$ cat src/sv/sfd_pkg.sv
`timescale 1ns / 1ps
`default_nettype none
// ----------------------------------------------------------------------------
// sfd_pkg
// shared constants, event codes and the command word passed front to back
// ----------------------------------------------------------------------------
package sfd_pkg;

  localparam int FRAME_LEN    = 25;
  localparam int NUM_CHANNELS = 16;
  localparam int FLAG_BYTE    = 23;
  localparam int CH_BITS      = 11;
  localparam int DATA_BITS    = NUM_CHANNELS * CH_BITS;
  localparam int DATA_BYTES   = DATA_BITS / 8;
  localparam int FILL_W       = 5;
  localparam int CH_IDX_W     = 4;
  localparam int GAP_W        = 20;
  localparam int TIME_W       = 32;
  localparam int CNT_W        = 32;

  localparam logic [7:0]       HEADER_BYTE = 8'h0F;
  localparam logic [3:0]       FOOTER_OK_A = 4'h0;
  localparam logic [3:0]       FOOTER_OK_B = 4'h4;
  localparam logic [GAP_W-1:0] GAP_RESET   = 20'd2000;

  localparam logic [1:0] EV_BUFFERED = 2'd0;
  localparam logic [1:0] EV_DROPPED  = 2'd1;
  localparam logic [1:0] EV_BAD_FOOT = 2'd2;
  localparam logic [1:0] EV_CHANNEL  = 2'd3;

  typedef struct packed {
    logic [1:0]           event_res;
    logic [3:0]           flags;
    logic [CNT_W-1:0]     resync_total;
    logic [CNT_W-1:0]     bad_footer_total;
    logic [CNT_W-1:0]     frame_total;
    logic [DATA_BITS-1:0] chan_data;
  } sfd_cmd_t;

endpackage
`default_nettype wire

$ cat src/sv/sfd_if.sv
`timescale 1ns / 1ps
`default_nettype none
// ----------------------------------------------------------------------------
// sfd_byte_if / sfd_result_if
// valid/ready channels for received bytes and decoded results
// ----------------------------------------------------------------------------
interface sfd_byte_if;
  import sfd_pkg::*;
  logic              valid;
  logic              ready;
  logic [7:0]        data_byte;
  logic [TIME_W-1:0] time_us;

  modport source (output valid, output data_byte, output time_us, input ready);
  modport sink   (input valid, input data_byte, input time_us, output ready);
endinterface

interface sfd_result_if;
  import sfd_pkg::*;
  logic                valid;
  logic                ready;
  logic [1:0]          event_res;
  logic [CH_IDX_W-1:0] channel_index;
  logic [CH_BITS-1:0]  channel_value;
  logic                digital_ch17;
  logic                digital_ch18;
  logic                lost_frame;
  logic                fail_safe;
  logic                last;
  logic [CNT_W-1:0]    resync_total;
  logic [CNT_W-1:0]    bad_footer_total;
  logic [CNT_W-1:0]    frame_total;

  modport source (output valid, output event_res, output channel_index,
                  output channel_value, output digital_ch17, output digital_ch18,
                  output lost_frame, output fail_safe, output last,
                  output resync_total, output bad_footer_total, output frame_total,
                  input ready);
  modport sink   (input valid, input event_res, input channel_index,
                  input channel_value, input digital_ch17, input digital_ch18,
                  input lost_frame, input fail_safe, input last,
                  input resync_total, input bad_footer_total, input frame_total,
                  output ready);
endinterface
`default_nettype wire

$ cat src/sv/sfd_front.sv
`timescale 1ns / 1ps
`default_nettype none
// ----------------------------------------------------------------------------
// sfd_front
// gap check, frame assembly, footer check and counters; one command per byte
// ----------------------------------------------------------------------------
module sfd_front (
  input  wire logic                     clk,
  input  wire logic                     rst,
  input  wire logic                     cfg_wr_en,
  input  wire logic [sfd_pkg::GAP_W-1:0] cfg_wr_data,
  sfd_byte_if.sink                      rx,
  output logic                          cmd_valid,
  output sfd_pkg::sfd_cmd_t             cmd,
  input  wire logic                     cmd_ready
);
  import sfd_pkg::*;

  logic [GAP_W-1:0]  gap_us;
  logic              seen_time;
  logic [TIME_W-1:0] prev_time;
  logic [FILL_W-1:0] fill_count;
  logic [CNT_W-1:0]  resync_counter;
  logic [CNT_W-1:0]  footer_counter;
  logic [CNT_W-1:0]  good_counter;
  logic [7:0]        frame_store [1:FLAG_BYTE];

  logic              accept;
  logic [TIME_W-1:0] elapsed;
  logic              gap_hit;
  logic [FILL_W-1:0] fill_eff;
  logic [1:0]        resync_inc;
  logic              footer_inc;
  logic              good_inc;
  logic              store_wr;
  logic [FILL_W-1:0] fill_count_next;
  logic [1:0]        ev;
  logic [DATA_BITS-1:0] frame_bits;

  assign accept    = rx.valid && cmd_ready;
  assign rx.ready  = cmd_ready;
  assign cmd_valid = accept;

  always_comb begin
    elapsed  = rx.time_us - prev_time;
    gap_hit  = seen_time && (elapsed >= {{(TIME_W-GAP_W){1'b0}}, gap_us});
    fill_eff = gap_hit ? '0 : fill_count;
    resync_inc      = {1'b0, gap_hit && (fill_count != '0)};
    footer_inc      = 1'b0;
    good_inc        = 1'b0;
    store_wr        = 1'b0;
    fill_count_next = '0;
    if (fill_eff == '0 && rx.data_byte != HEADER_BYTE) begin
      ev         = EV_DROPPED;
      resync_inc = resync_inc + 2'd1;
    end else if (fill_eff < FILL_W'(FRAME_LEN - 1)) begin
      ev              = EV_BUFFERED;
      store_wr        = 1'b1;
      fill_count_next = fill_eff + FILL_W'(1);
    end else if (rx.data_byte[3:0] != FOOTER_OK_A && rx.data_byte[3:0] != FOOTER_OK_B) begin
      ev         = EV_BAD_FOOT;
      footer_inc = 1'b1;
    end else begin
      ev       = EV_CHANNEL;
      good_inc = 1'b1;
    end
  end

  // channel bits, byte 1 in the low end
  always_comb begin
    for (int i = 1; i <= DATA_BYTES; i++) begin
      frame_bits[8*(i-1) +: 8] = frame_store[i];
    end
  end

  always_comb begin
    cmd.event_res        = ev;
    cmd.resync_total     = resync_counter + {{(CNT_W-2){1'b0}}, resync_inc};
    cmd.bad_footer_total = footer_counter + {{(CNT_W-1){1'b0}}, footer_inc};
    cmd.frame_total      = good_counter + {{(CNT_W-1){1'b0}}, good_inc};
    cmd.flags            = good_inc ? frame_store[FLAG_BYTE][3:0] : 4'd0;
    cmd.chan_data        = good_inc ? frame_bits : '0;
  end

  always_ff @(posedge clk) begin
    if (rst) begin
      gap_us         <= GAP_RESET;
      seen_time      <= 1'b0;
      prev_time      <= '0;
      fill_count     <= '0;
      resync_counter <= '0;
      footer_counter <= '0;
      good_counter   <= '0;
    end else begin
      if (cfg_wr_en) begin
        gap_us <= cfg_wr_data;
      end
      if (accept) begin
        seen_time      <= 1'b1;
        prev_time      <= rx.time_us;
        fill_count     <= fill_count_next;
        resync_counter <= cmd.resync_total;
        footer_counter <= cmd.bad_footer_total;
        good_counter   <= cmd.frame_total;
      end
    end
  end

  // header byte itself needs no storage
  always_ff @(posedge clk) begin
    for (int i = 1; i <= FLAG_BYTE; i++) begin
      if (accept && store_wr && fill_eff == FILL_W'(i)) begin
        frame_store[i] <= rx.data_byte;
      end
    end
  end

endmodule
`default_nettype wire

$ cat src/sv/sfd_queue.sv
`timescale 1ns / 1ps
`default_nettype none
// ----------------------------------------------------------------------------
// sfd_queue
// two-entry command fifo between front and back
// ----------------------------------------------------------------------------
module sfd_queue (
  input  wire logic         clk,
  input  wire logic         rst,
  input  wire logic         wr_valid,
  input  sfd_pkg::sfd_cmd_t wr_cmd,
  output logic              wr_ready,
  output logic              rd_valid,
  output sfd_pkg::sfd_cmd_t rd_cmd,
  input  wire logic         rd_ready
);
  import sfd_pkg::*;

  sfd_cmd_t   entries [2];
  logic       wr_ptr;
  logic       rd_ptr;
  logic [1:0] count;
  logic       do_wr;
  logic       do_rd;

  assign wr_ready = (count != 2'd2);
  assign rd_valid = (count != 2'd0);
  assign rd_cmd   = entries[rd_ptr];
  assign do_wr    = wr_valid && wr_ready;
  assign do_rd    = rd_valid && rd_ready;

  always_ff @(posedge clk) begin
    if (rst) begin
      wr_ptr <= 1'b0;
      rd_ptr <= 1'b0;
      count  <= 2'd0;
    end else begin
      if (do_wr) begin
        wr_ptr <= ~wr_ptr;
      end
      if (do_rd) begin
        rd_ptr <= ~rd_ptr;
      end
      if (do_wr && !do_rd) begin
        count <= count + 2'd1;
      end else if (do_rd && !do_wr) begin
        count <= count - 2'd1;
      end
    end
  end

  always_ff @(posedge clk) begin
    if (do_wr) begin
      entries[wr_ptr] <= wr_cmd;
    end
  end

endmodule
`default_nettype wire

$ cat src/sv/sfd_back.sv
`timescale 1ns / 1ps
`default_nettype none
// ----------------------------------------------------------------------------
// sfd_back
// turns commands into result words; a good frame is walked, while res is ready, one channel a cycle
// ----------------------------------------------------------------------------
module sfd_back (
  input  wire logic         clk,
  input  wire logic         rst,
  input  wire logic         cmd_valid,
  input  sfd_pkg::sfd_cmd_t cmd,
  output logic              cmd_ready,
  sfd_result_if.source      res
);
  import sfd_pkg::*;

  logic                 out_valid;
  logic [1:0]           ev;
  logic [3:0]           flags;
  logic [CNT_W-1:0]     resync_total;
  logic [CNT_W-1:0]     bad_footer_total;
  logic [CNT_W-1:0]     frame_total;
  logic [DATA_BITS-1:0] shift_data;
  logic [CH_IDX_W-1:0]  ch;
  logic                 is_last;
  logic                 fire;

  assign is_last   = (ev != EV_CHANNEL) || (ch == CH_IDX_W'(NUM_CHANNELS - 1));
  assign fire      = out_valid && res.ready;
  assign cmd_ready = !out_valid || (fire && is_last);

  assign res.valid            = out_valid;
  assign res.event_res        = ev;
  assign res.channel_index    = ch;
  assign res.channel_value    = shift_data[CH_BITS-1:0];
  assign res.digital_ch17     = flags[0];
  assign res.digital_ch18     = flags[1];
  assign res.lost_frame       = flags[2];
  assign res.fail_safe        = flags[3];
  assign res.last             = is_last;
  assign res.resync_total     = resync_total;
  assign res.bad_footer_total = bad_footer_total;
  assign res.frame_total      = frame_total;

  always_ff @(posedge clk) begin
    if (rst) begin
      out_valid <= 1'b0;
    end else if (cmd_ready) begin
      out_valid <= cmd_valid;
    end
  end

  always_ff @(posedge clk) begin
    if (cmd_ready) begin
      ev               <= cmd.event_res;
      flags            <= cmd.flags;
      resync_total     <= cmd.resync_total;
      bad_footer_total <= cmd.bad_footer_total;
      frame_total      <= cmd.frame_total;
      shift_data       <= cmd.chan_data;
      ch               <= '0;
    end else if (fire) begin
      shift_data <= shift_data >> CH_BITS;
      ch         <= ch + CH_IDX_W'(1);
    end
  end

endmodule
`default_nettype wire

$ cat src/sv/sbus_frame_decoder_core.sv
`timescale 1ns / 1ps
`default_nettype none
// ----------------------------------------------------------------------------
// sbus_frame_decoder_core
// serial frame decoder: timestamped bytes in, status and channel words out
// ----------------------------------------------------------------------------
// usage
//   rx carries one received byte and its microsecond arrival stamp per word.
//   res carries result words; every byte gives one status word, except the
//   byte that closes a good frame, which gives sixteen channel words.
//   res.last marks the final word caused by a byte.
//   cfg_wr_en/cfg_wr_data write the inter-byte gap register (reset 2000 us).
// timing
//   the front takes a byte every cycle while the two-entry command queue has
//   room; with the back idle, the first result word of a byte passes through
//   the queue entry and then the back's output register before it is on res.
//   the back emits one word a cycle while res is ready, so a good frame holds
//   it for sixteen words and any other byte for one; that channel walk sets the rate.
// reset and stall
//   rst (synchronous) clears the counters, the frame fill and the gap
//   history and restores the gap register; the frame store is not cleared.
//   a stalled res holds the current word; the queue then fills and rx.ready
//   drops until the back frees an entry.
// ----------------------------------------------------------------------------
module sbus_frame_decoder_core (
  input  wire logic                      clk,
  input  wire logic                      rst,
  input  wire logic                      cfg_wr_en,
  input  wire logic [sfd_pkg::GAP_W-1:0] cfg_wr_data,
  sfd_byte_if.sink                       rx,
  sfd_result_if.source                   res
);
  import sfd_pkg::*;

  // front to queue
  logic     f_valid;
  logic     f_ready;
  sfd_cmd_t f_cmd;

  // queue to back
  logic     b_valid;
  logic     b_ready;
  sfd_cmd_t b_cmd;

  // classify each byte, keep counters and the partial frame
  sfd_front u_front (
    .clk         (clk),
    .rst         (rst),
    .cfg_wr_en   (cfg_wr_en),
    .cfg_wr_data (cfg_wr_data),
    .rx          (rx),
    .cmd_valid   (f_valid),
    .cmd         (f_cmd),
    .cmd_ready   (f_ready)
  );

  // lets the front keep taking bytes while a frame is being emitted
  sfd_queue u_queue (
    .clk      (clk),
    .rst      (rst),
    .wr_valid (f_valid),
    .wr_cmd   (f_cmd),
    .wr_ready (f_ready),
    .rd_valid (b_valid),
    .rd_cmd   (b_cmd),
    .rd_ready (b_ready)
  );

  // output register and channel walk
  sfd_back u_back (
    .clk       (clk),
    .rst       (rst),
    .cmd_valid (b_valid),
    .cmd       (b_cmd),
    .cmd_ready (b_ready),
    .res       (res)
  );

endmodule
`default_nettype wire

$ cat src/flat_wrapper.sv
// flat-port wrapper written by rule: the top's interface ports become plain ports
module sbus_frame_decoder_core_flat import sfd_pkg::*;
  (clk, rst, cfg_wr_en, cfg_wr_data, rx_valid, rx_data_byte, rx_time_us, rx_ready, res_valid, res_event_res, res_channel_index, res_channel_value, res_digital_ch17, res_digital_ch18, res_lost_frame, res_fail_safe, res_last, res_resync_total, res_bad_footer_total, res_frame_total, res_ready);
  sfd_byte_if rx_i ();
  sfd_result_if res_i ();
  input  wire logic clk;
  input  wire logic rst;
  input  wire logic cfg_wr_en;
  input  wire logic [sfd_pkg::GAP_W-1:0] cfg_wr_data;
  input wire logic [$bits(rx_i.valid)-1:0] rx_valid;
  input wire logic [$bits(rx_i.data_byte)-1:0] rx_data_byte;
  input wire logic [$bits(rx_i.time_us)-1:0] rx_time_us;
  output wire logic [$bits(rx_i.ready)-1:0] rx_ready;
  output wire logic [$bits(res_i.valid)-1:0] res_valid;
  output wire logic [$bits(res_i.event_res)-1:0] res_event_res;
  output wire logic [$bits(res_i.channel_index)-1:0] res_channel_index;
  output wire logic [$bits(res_i.channel_value)-1:0] res_channel_value;
  output wire logic [$bits(res_i.digital_ch17)-1:0] res_digital_ch17;
  output wire logic [$bits(res_i.digital_ch18)-1:0] res_digital_ch18;
  output wire logic [$bits(res_i.lost_frame)-1:0] res_lost_frame;
  output wire logic [$bits(res_i.fail_safe)-1:0] res_fail_safe;
  output wire logic [$bits(res_i.last)-1:0] res_last;
  output wire logic [$bits(res_i.resync_total)-1:0] res_resync_total;
  output wire logic [$bits(res_i.bad_footer_total)-1:0] res_bad_footer_total;
  output wire logic [$bits(res_i.frame_total)-1:0] res_frame_total;
  input wire logic [$bits(res_i.ready)-1:0] res_ready;
  assign rx_i.valid = rx_valid;
  assign rx_i.data_byte = rx_data_byte;
  assign rx_i.time_us = rx_time_us;
  assign rx_ready = rx_i.ready;
  assign res_valid = res_i.valid;
  assign res_event_res = res_i.event_res;
  assign res_channel_index = res_i.channel_index;
  assign res_channel_value = res_i.channel_value;
  assign res_digital_ch17 = res_i.digital_ch17;
  assign res_digital_ch18 = res_i.digital_ch18;
  assign res_lost_frame = res_i.lost_frame;
  assign res_fail_safe = res_i.fail_safe;
  assign res_last = res_i.last;
  assign res_resync_total = res_i.resync_total;
  assign res_bad_footer_total = res_i.bad_footer_total;
  assign res_frame_total = res_i.frame_total;
  assign res_i.ready = res_ready;
  sbus_frame_decoder_core u_core (.clk(clk), .rst(rst), .cfg_wr_en(cfg_wr_en), .cfg_wr_data(cfg_wr_data), .rx(rx_i), .res(res_i));
endmodule
$ cat config.mk
export PLATFORM = sky130hd
export DESIGN_NAME = sbus_frame_decoder_core_flat
export DESIGN_NICKNAME = d
export VERILOG_FILES = /design/src/sv/sfd_pkg.sv /design/src/sv/sfd_if.sv /design/src/sv/sfd_front.sv /design/src/sv/sfd_queue.sv /design/src/sv/sfd_back.sv /design/src/sv/sbus_frame_decoder_core.sv /design/src/flat_wrapper.sv
export SDC_FILE = /design/constraint.sdc
export NUM_CORES = 1
export LEC_CHECK = 0
export ABC_AREA = 1
export BUFFER_PORTS_ARGS = -buffer_cell sky130_fd_sc_hd__clkbuf_2
export CAP_MARGIN = 20
export CORE_ASPECT_RATIO = 2
export CORE_MARGIN = 10
export CORE_UTILIZATION = 45
export CTS_BUF_LIST = sky130_fd_sc_hd__clkbuf_8
export DETAILED_ROUTE_END_ITERATION = 10
export PLACE_DENSITY = 0.68
export SYNTH_ARGS = -nofsm -noshare
export SYNTH_HDL_FRONTEND = slang
export SYNTH_SLANG_ARGS = --single-unit
$ cat constraint.sdc
create_clock -name clk -period 23.8 [get_ports clk]
set_clock_uncertainty 0.2 [all_clocks]
set_input_delay 1.19 -clock clk [delete_from_list [all_inputs] [get_ports clk]]
set_output_delay 1.19 -clock clk [all_outputs]
set_load 0.02 [all_outputs]
==> results.md <==
- Run status: finished clean
- CP Data Required Time: around 24 ns
- R2R setup slack: ~17 ns
- Area Overhead vs Synth: 10.5%
- Hold path startpoint: u_core.u_queue.rd_ptr
- Tmin final: ~7.3 ns
- Largest net degree at the start of global routing: 160
- Clk buf depth: 3
- DRT antenna net count: 0
- Hold-fix buffers, CTS: 0
- Initial antenna violation count: 2
- Post-synth EDFFs: a little over 1,000
- Die Height: approximately 490 µm
- Netlist cell types: 44
- Max Transition Viols Final: 0
- R2r endpoint: u_core.u_front.resync_counter[30]
- # rows: 171
- Period utilization: 0.306
- RSZ-0062 raised after global routing: false
- Max-cap violations: 0
- Ports: between 150 and 200
- Final Setup Violations: 0
- CTS Root Cell: clkbuf_8
- Crit path largest cell delay: ~0.47 ns
- Area post-placement: 51,200 µm²
- Worst hold path class: flop to flop
- Post-synthesis cell area: a little under 50,000 µm²
- Layout cells sized above 1: 0.153
- Worst-case reg-to-reg path depth: 45
- Register area: between 30,000 and 40,000 µm²
- Seq cells post-synth: 1,178
- Remaining global-route overflow: 0
- Power per cell area: between 100 and 150 nW/µm²
- P_sw: approximately 2.0 mW
- Final Hold Viols: 0
- Sw Share: 0.337
- DR iter-0 viols: 1,835
- Multi-input logic area: about 12,000 µm²
- Number of fill cells: 9,358
- Setup WS pre-CTS: approximately 16 ns
- Synth Flop Type: edfxtp_1
- GP Congestion: roughly 0.86
- Synthesized instance count: 4,278
- Most common cell type on the critical path: nand2_1
- Slew headroom: 0.255
- Leak: approximately 22 nW
- Delay-heaviest family, CP: simple AND/OR/NAND/NOR gates
- First-pass GRT wire length: about 170,000 µm
- Sequential cell area fraction in the yosys report: 0.687
- Slowest CP cell: fa_1
- Crit path kind: primary input to flop
- WP buf/inv: 7
- Slew at the pin closest to its max-slew limit: approximately 1.1 ns
- Max FO, Critical Path: 13
- Peak supply drop: between 0.08 and 0.09 mV
- CTS tree: yes
- Die X: approximately 250 µm
- Pre-Repair DR Iteration Count: 8
- Hold depth: 1
- Design area: 54,200 µm²
- Residual DRC count: 0
- Avg WL per Cell: 19.1 µm
- Startpoint Class: primary input
- Yosys synthesis warning count: 0
- CTS buffer count: around 160
- Internal Power: roughly 4 mW
- Drt total wl: 115,000 µm
- Clock network fraction of total power: 0.243
- Flop pwr share: 0.510
- GRT Overall Usage: 0.184
- Starting Density: 0.452
- DPL Wire Length: roughly 72,000 µm
- Clock sink total: between 1,000 and 1,500
- Routed vias: around 31,000
- Most frequent cells in the layout: 1,014 x edfxtp_1, 979 x nand2_1, 574 x inv_1, 369 x nor2_1, 183 x clkbuf_2
- Synth area leader: edfxtp_1
- Synthesized area per cell: 11.5 µm²
- Critical path endpoint category: flop
- Clk slew on worst S/H paths: around 0.070 ns
- Net count after synthesis: approximately 4,400
- Async S/R FF share, synth: 0
- Final Util: 0.500
- Via/cell ratio: about 5.1
- Area contributors post-synth: edfxtp_1 62%, nand2_1 7.5%, dfxtp_1 6.7%, inv_1 3.9%, nor2_1 2.8%
- H-tree Lvls: 4
- Share of the synthesized area in the top cell type: 0.620
- Post-CTS Setup Inserts: 0
- Core Box Area: 108,000 µm²
- PnR worst setup slack: roughly 17 ns
- Final setup TNS: 0 ns
- IO Port Bufs: around 180
- Combinational share of power: 0.247
- # nets final: between 4,000 and 5,000
- Commonest non-fill, non-tap cell in the layout: edfxtp_1
- Clk_lat worst skew: between 0.8 and 0.9 ns
- F_max: between 0.1 and 0.15 GHz
- Vias in the first global route: 30,485
- PostCTS Resize Cnt: 0
- Crit path DAT: 7.85 ns
- RR Startpoint: u_core.u_front.prev_time[0]
- Full die area: ~120,000 µm²
==> logic make-up after synthesis <==
group                    count (synthesis)  share of synthesized area
AO/OA/AOI/OAI                          488                     0.0549
AND/OR/NAND/NOR                       1738                      0.163
adder cells (fa/ha/maj)                 67                     0.0174
buffers and inverters                  709                     0.0601
flip-flops                            1178                      0.687
XOR/XNOR                                98                     0.0175
==> synth_stat cells, types with 4 or more instances <==
library cell / n
inv_2: 10
nor3_2: 9
nand2_2: 14
nor3_1: 27
a31oi_1: 168
nand3_2: 7
nor4_1: 5
nand4_1: 24
xor2_1: 90
ha_1: 65
buf_4: 12
buf_1: 15
clkbuf_1: 134
a21oi_1: 156
nor2_1: 371
a21o_1: 4
nor2_2: 95
nand2_1: 982
buf_12: 10
buf_6: 10
xnor2_1: 8
o21ai_0: 142
inv_1: 515
dfxtp_1: 164
o21ai_1: 8
nand3_1: 81
nor2_4: 107
a211oi_1: 6
edfxtp_1: 1014
==> worst max path at each step <==
stage	cells after the start	startpoint	end
floorplan	5	rx_valid	u_core.u_queue.entries[0][0]
global placement	47	rx_time_us[0]	u_core.u_front.resync_counter[30]
detailed placement	47	rx_time_us[0]	u_core.u_front.resync_counter[30]
CTS	47	rx_time_us[0]	u_core.u_front.resync_counter[30]
global route	47	rx_time_us[0]	u_core.u_front.resync_counter[30]
finish	47	rx_time_us[0]	u_core.u_front.resync_counter[30]
==> sequential cells by signal (all words and copies together), names as in the netlist, 20 cells and up, named ones only <==
| name | count |
|---|---|
| u_core.u_front.frame_store | 180 |
| u_core.u_front.footer_counter | 32 |
| u_core.u_front.gap_us | 20 |
| u_core.u_front.resync_counter | 32 |
| u_core.u_queue.entries | 556 |
| u_core.u_back.shift_data | 176 |
| u_core.u_back.res.resync_total | 32 |
| u_core.u_front.prev_time | 32 |
| u_core.u_back.res.bad_footer_total | 32 |
| u_core.u_back.res.frame_total | 32 |
| u_core.u_front.good_counter | 32 |
==> area by class of cell <==
type / instances / share of cell area
Sequential cell: 1178 / 0.622
Multi-Input combinational cell: 2391 / 0.230
Clock buffer: 174 / 0.0442
Inverter: 525 / 0.0365
Tap cell: 1384 / 0.0319
Timing Repair Buffer: 225 / 0.0239
Clock inverter: 127 / 0.0110
Antenna cell: 1 / 0.0000461
==> power by group through the flow <==
| stage | Sequential (mW) | Clock, mW | Combinational, mW |
|---|---|---|---|
| global route | 3.07 | 1.57 | 1.63 |
| detailed placement | 3.07 | 0 | 1.49 |
| global placement | 3.06 | 0 | 1.47 |
| finish | 3.03 | 1.44 | 1.46 |
| floorplan | 3.21 | 0 | 0.857 |
| CTS | 3.03 | 1.48 | 1.50 |
==> worst reg2reg max path: cells and delay by family (launching register included) <==
family,cells,cell delay [ns]
AND/OR/NAND/NOR,29,3.44
flip-flops,1,0.32
adder cells (fa/ha/maj),7,1.96
buffers and inverters,5,0.40
AO/OA/AOI/OAI,2,0.25
XOR/XNOR,2,0.44
==> metrics by stage <==
stage | instances | power, mW | hold WS, ns
final | 6005 | 5.93 | 0.239
after global routing | 6005 | 6.26 | 0.264
after CTS | 6002 | 6.02 | 0.238
after detailed placement | 5701 | 4.56 | 0.229
after global placement | 5697 | 4.54 | 0.227
after floorplan | 4278 | 4.07 | 0.226
==> layer usage <==
layer / global-route usage / vias up / part of all wire
met2: 0.348 / 783 / 0.55
li1: - / 14696 / -
met3: 0.0326 / 180 / 0.048
met1: 0.201 / 14841 / 0.37
met5: 0 / - / 0.00016
met4: 0.0655 / 2 / 0.027
Power figures use the tool's default switching activity.
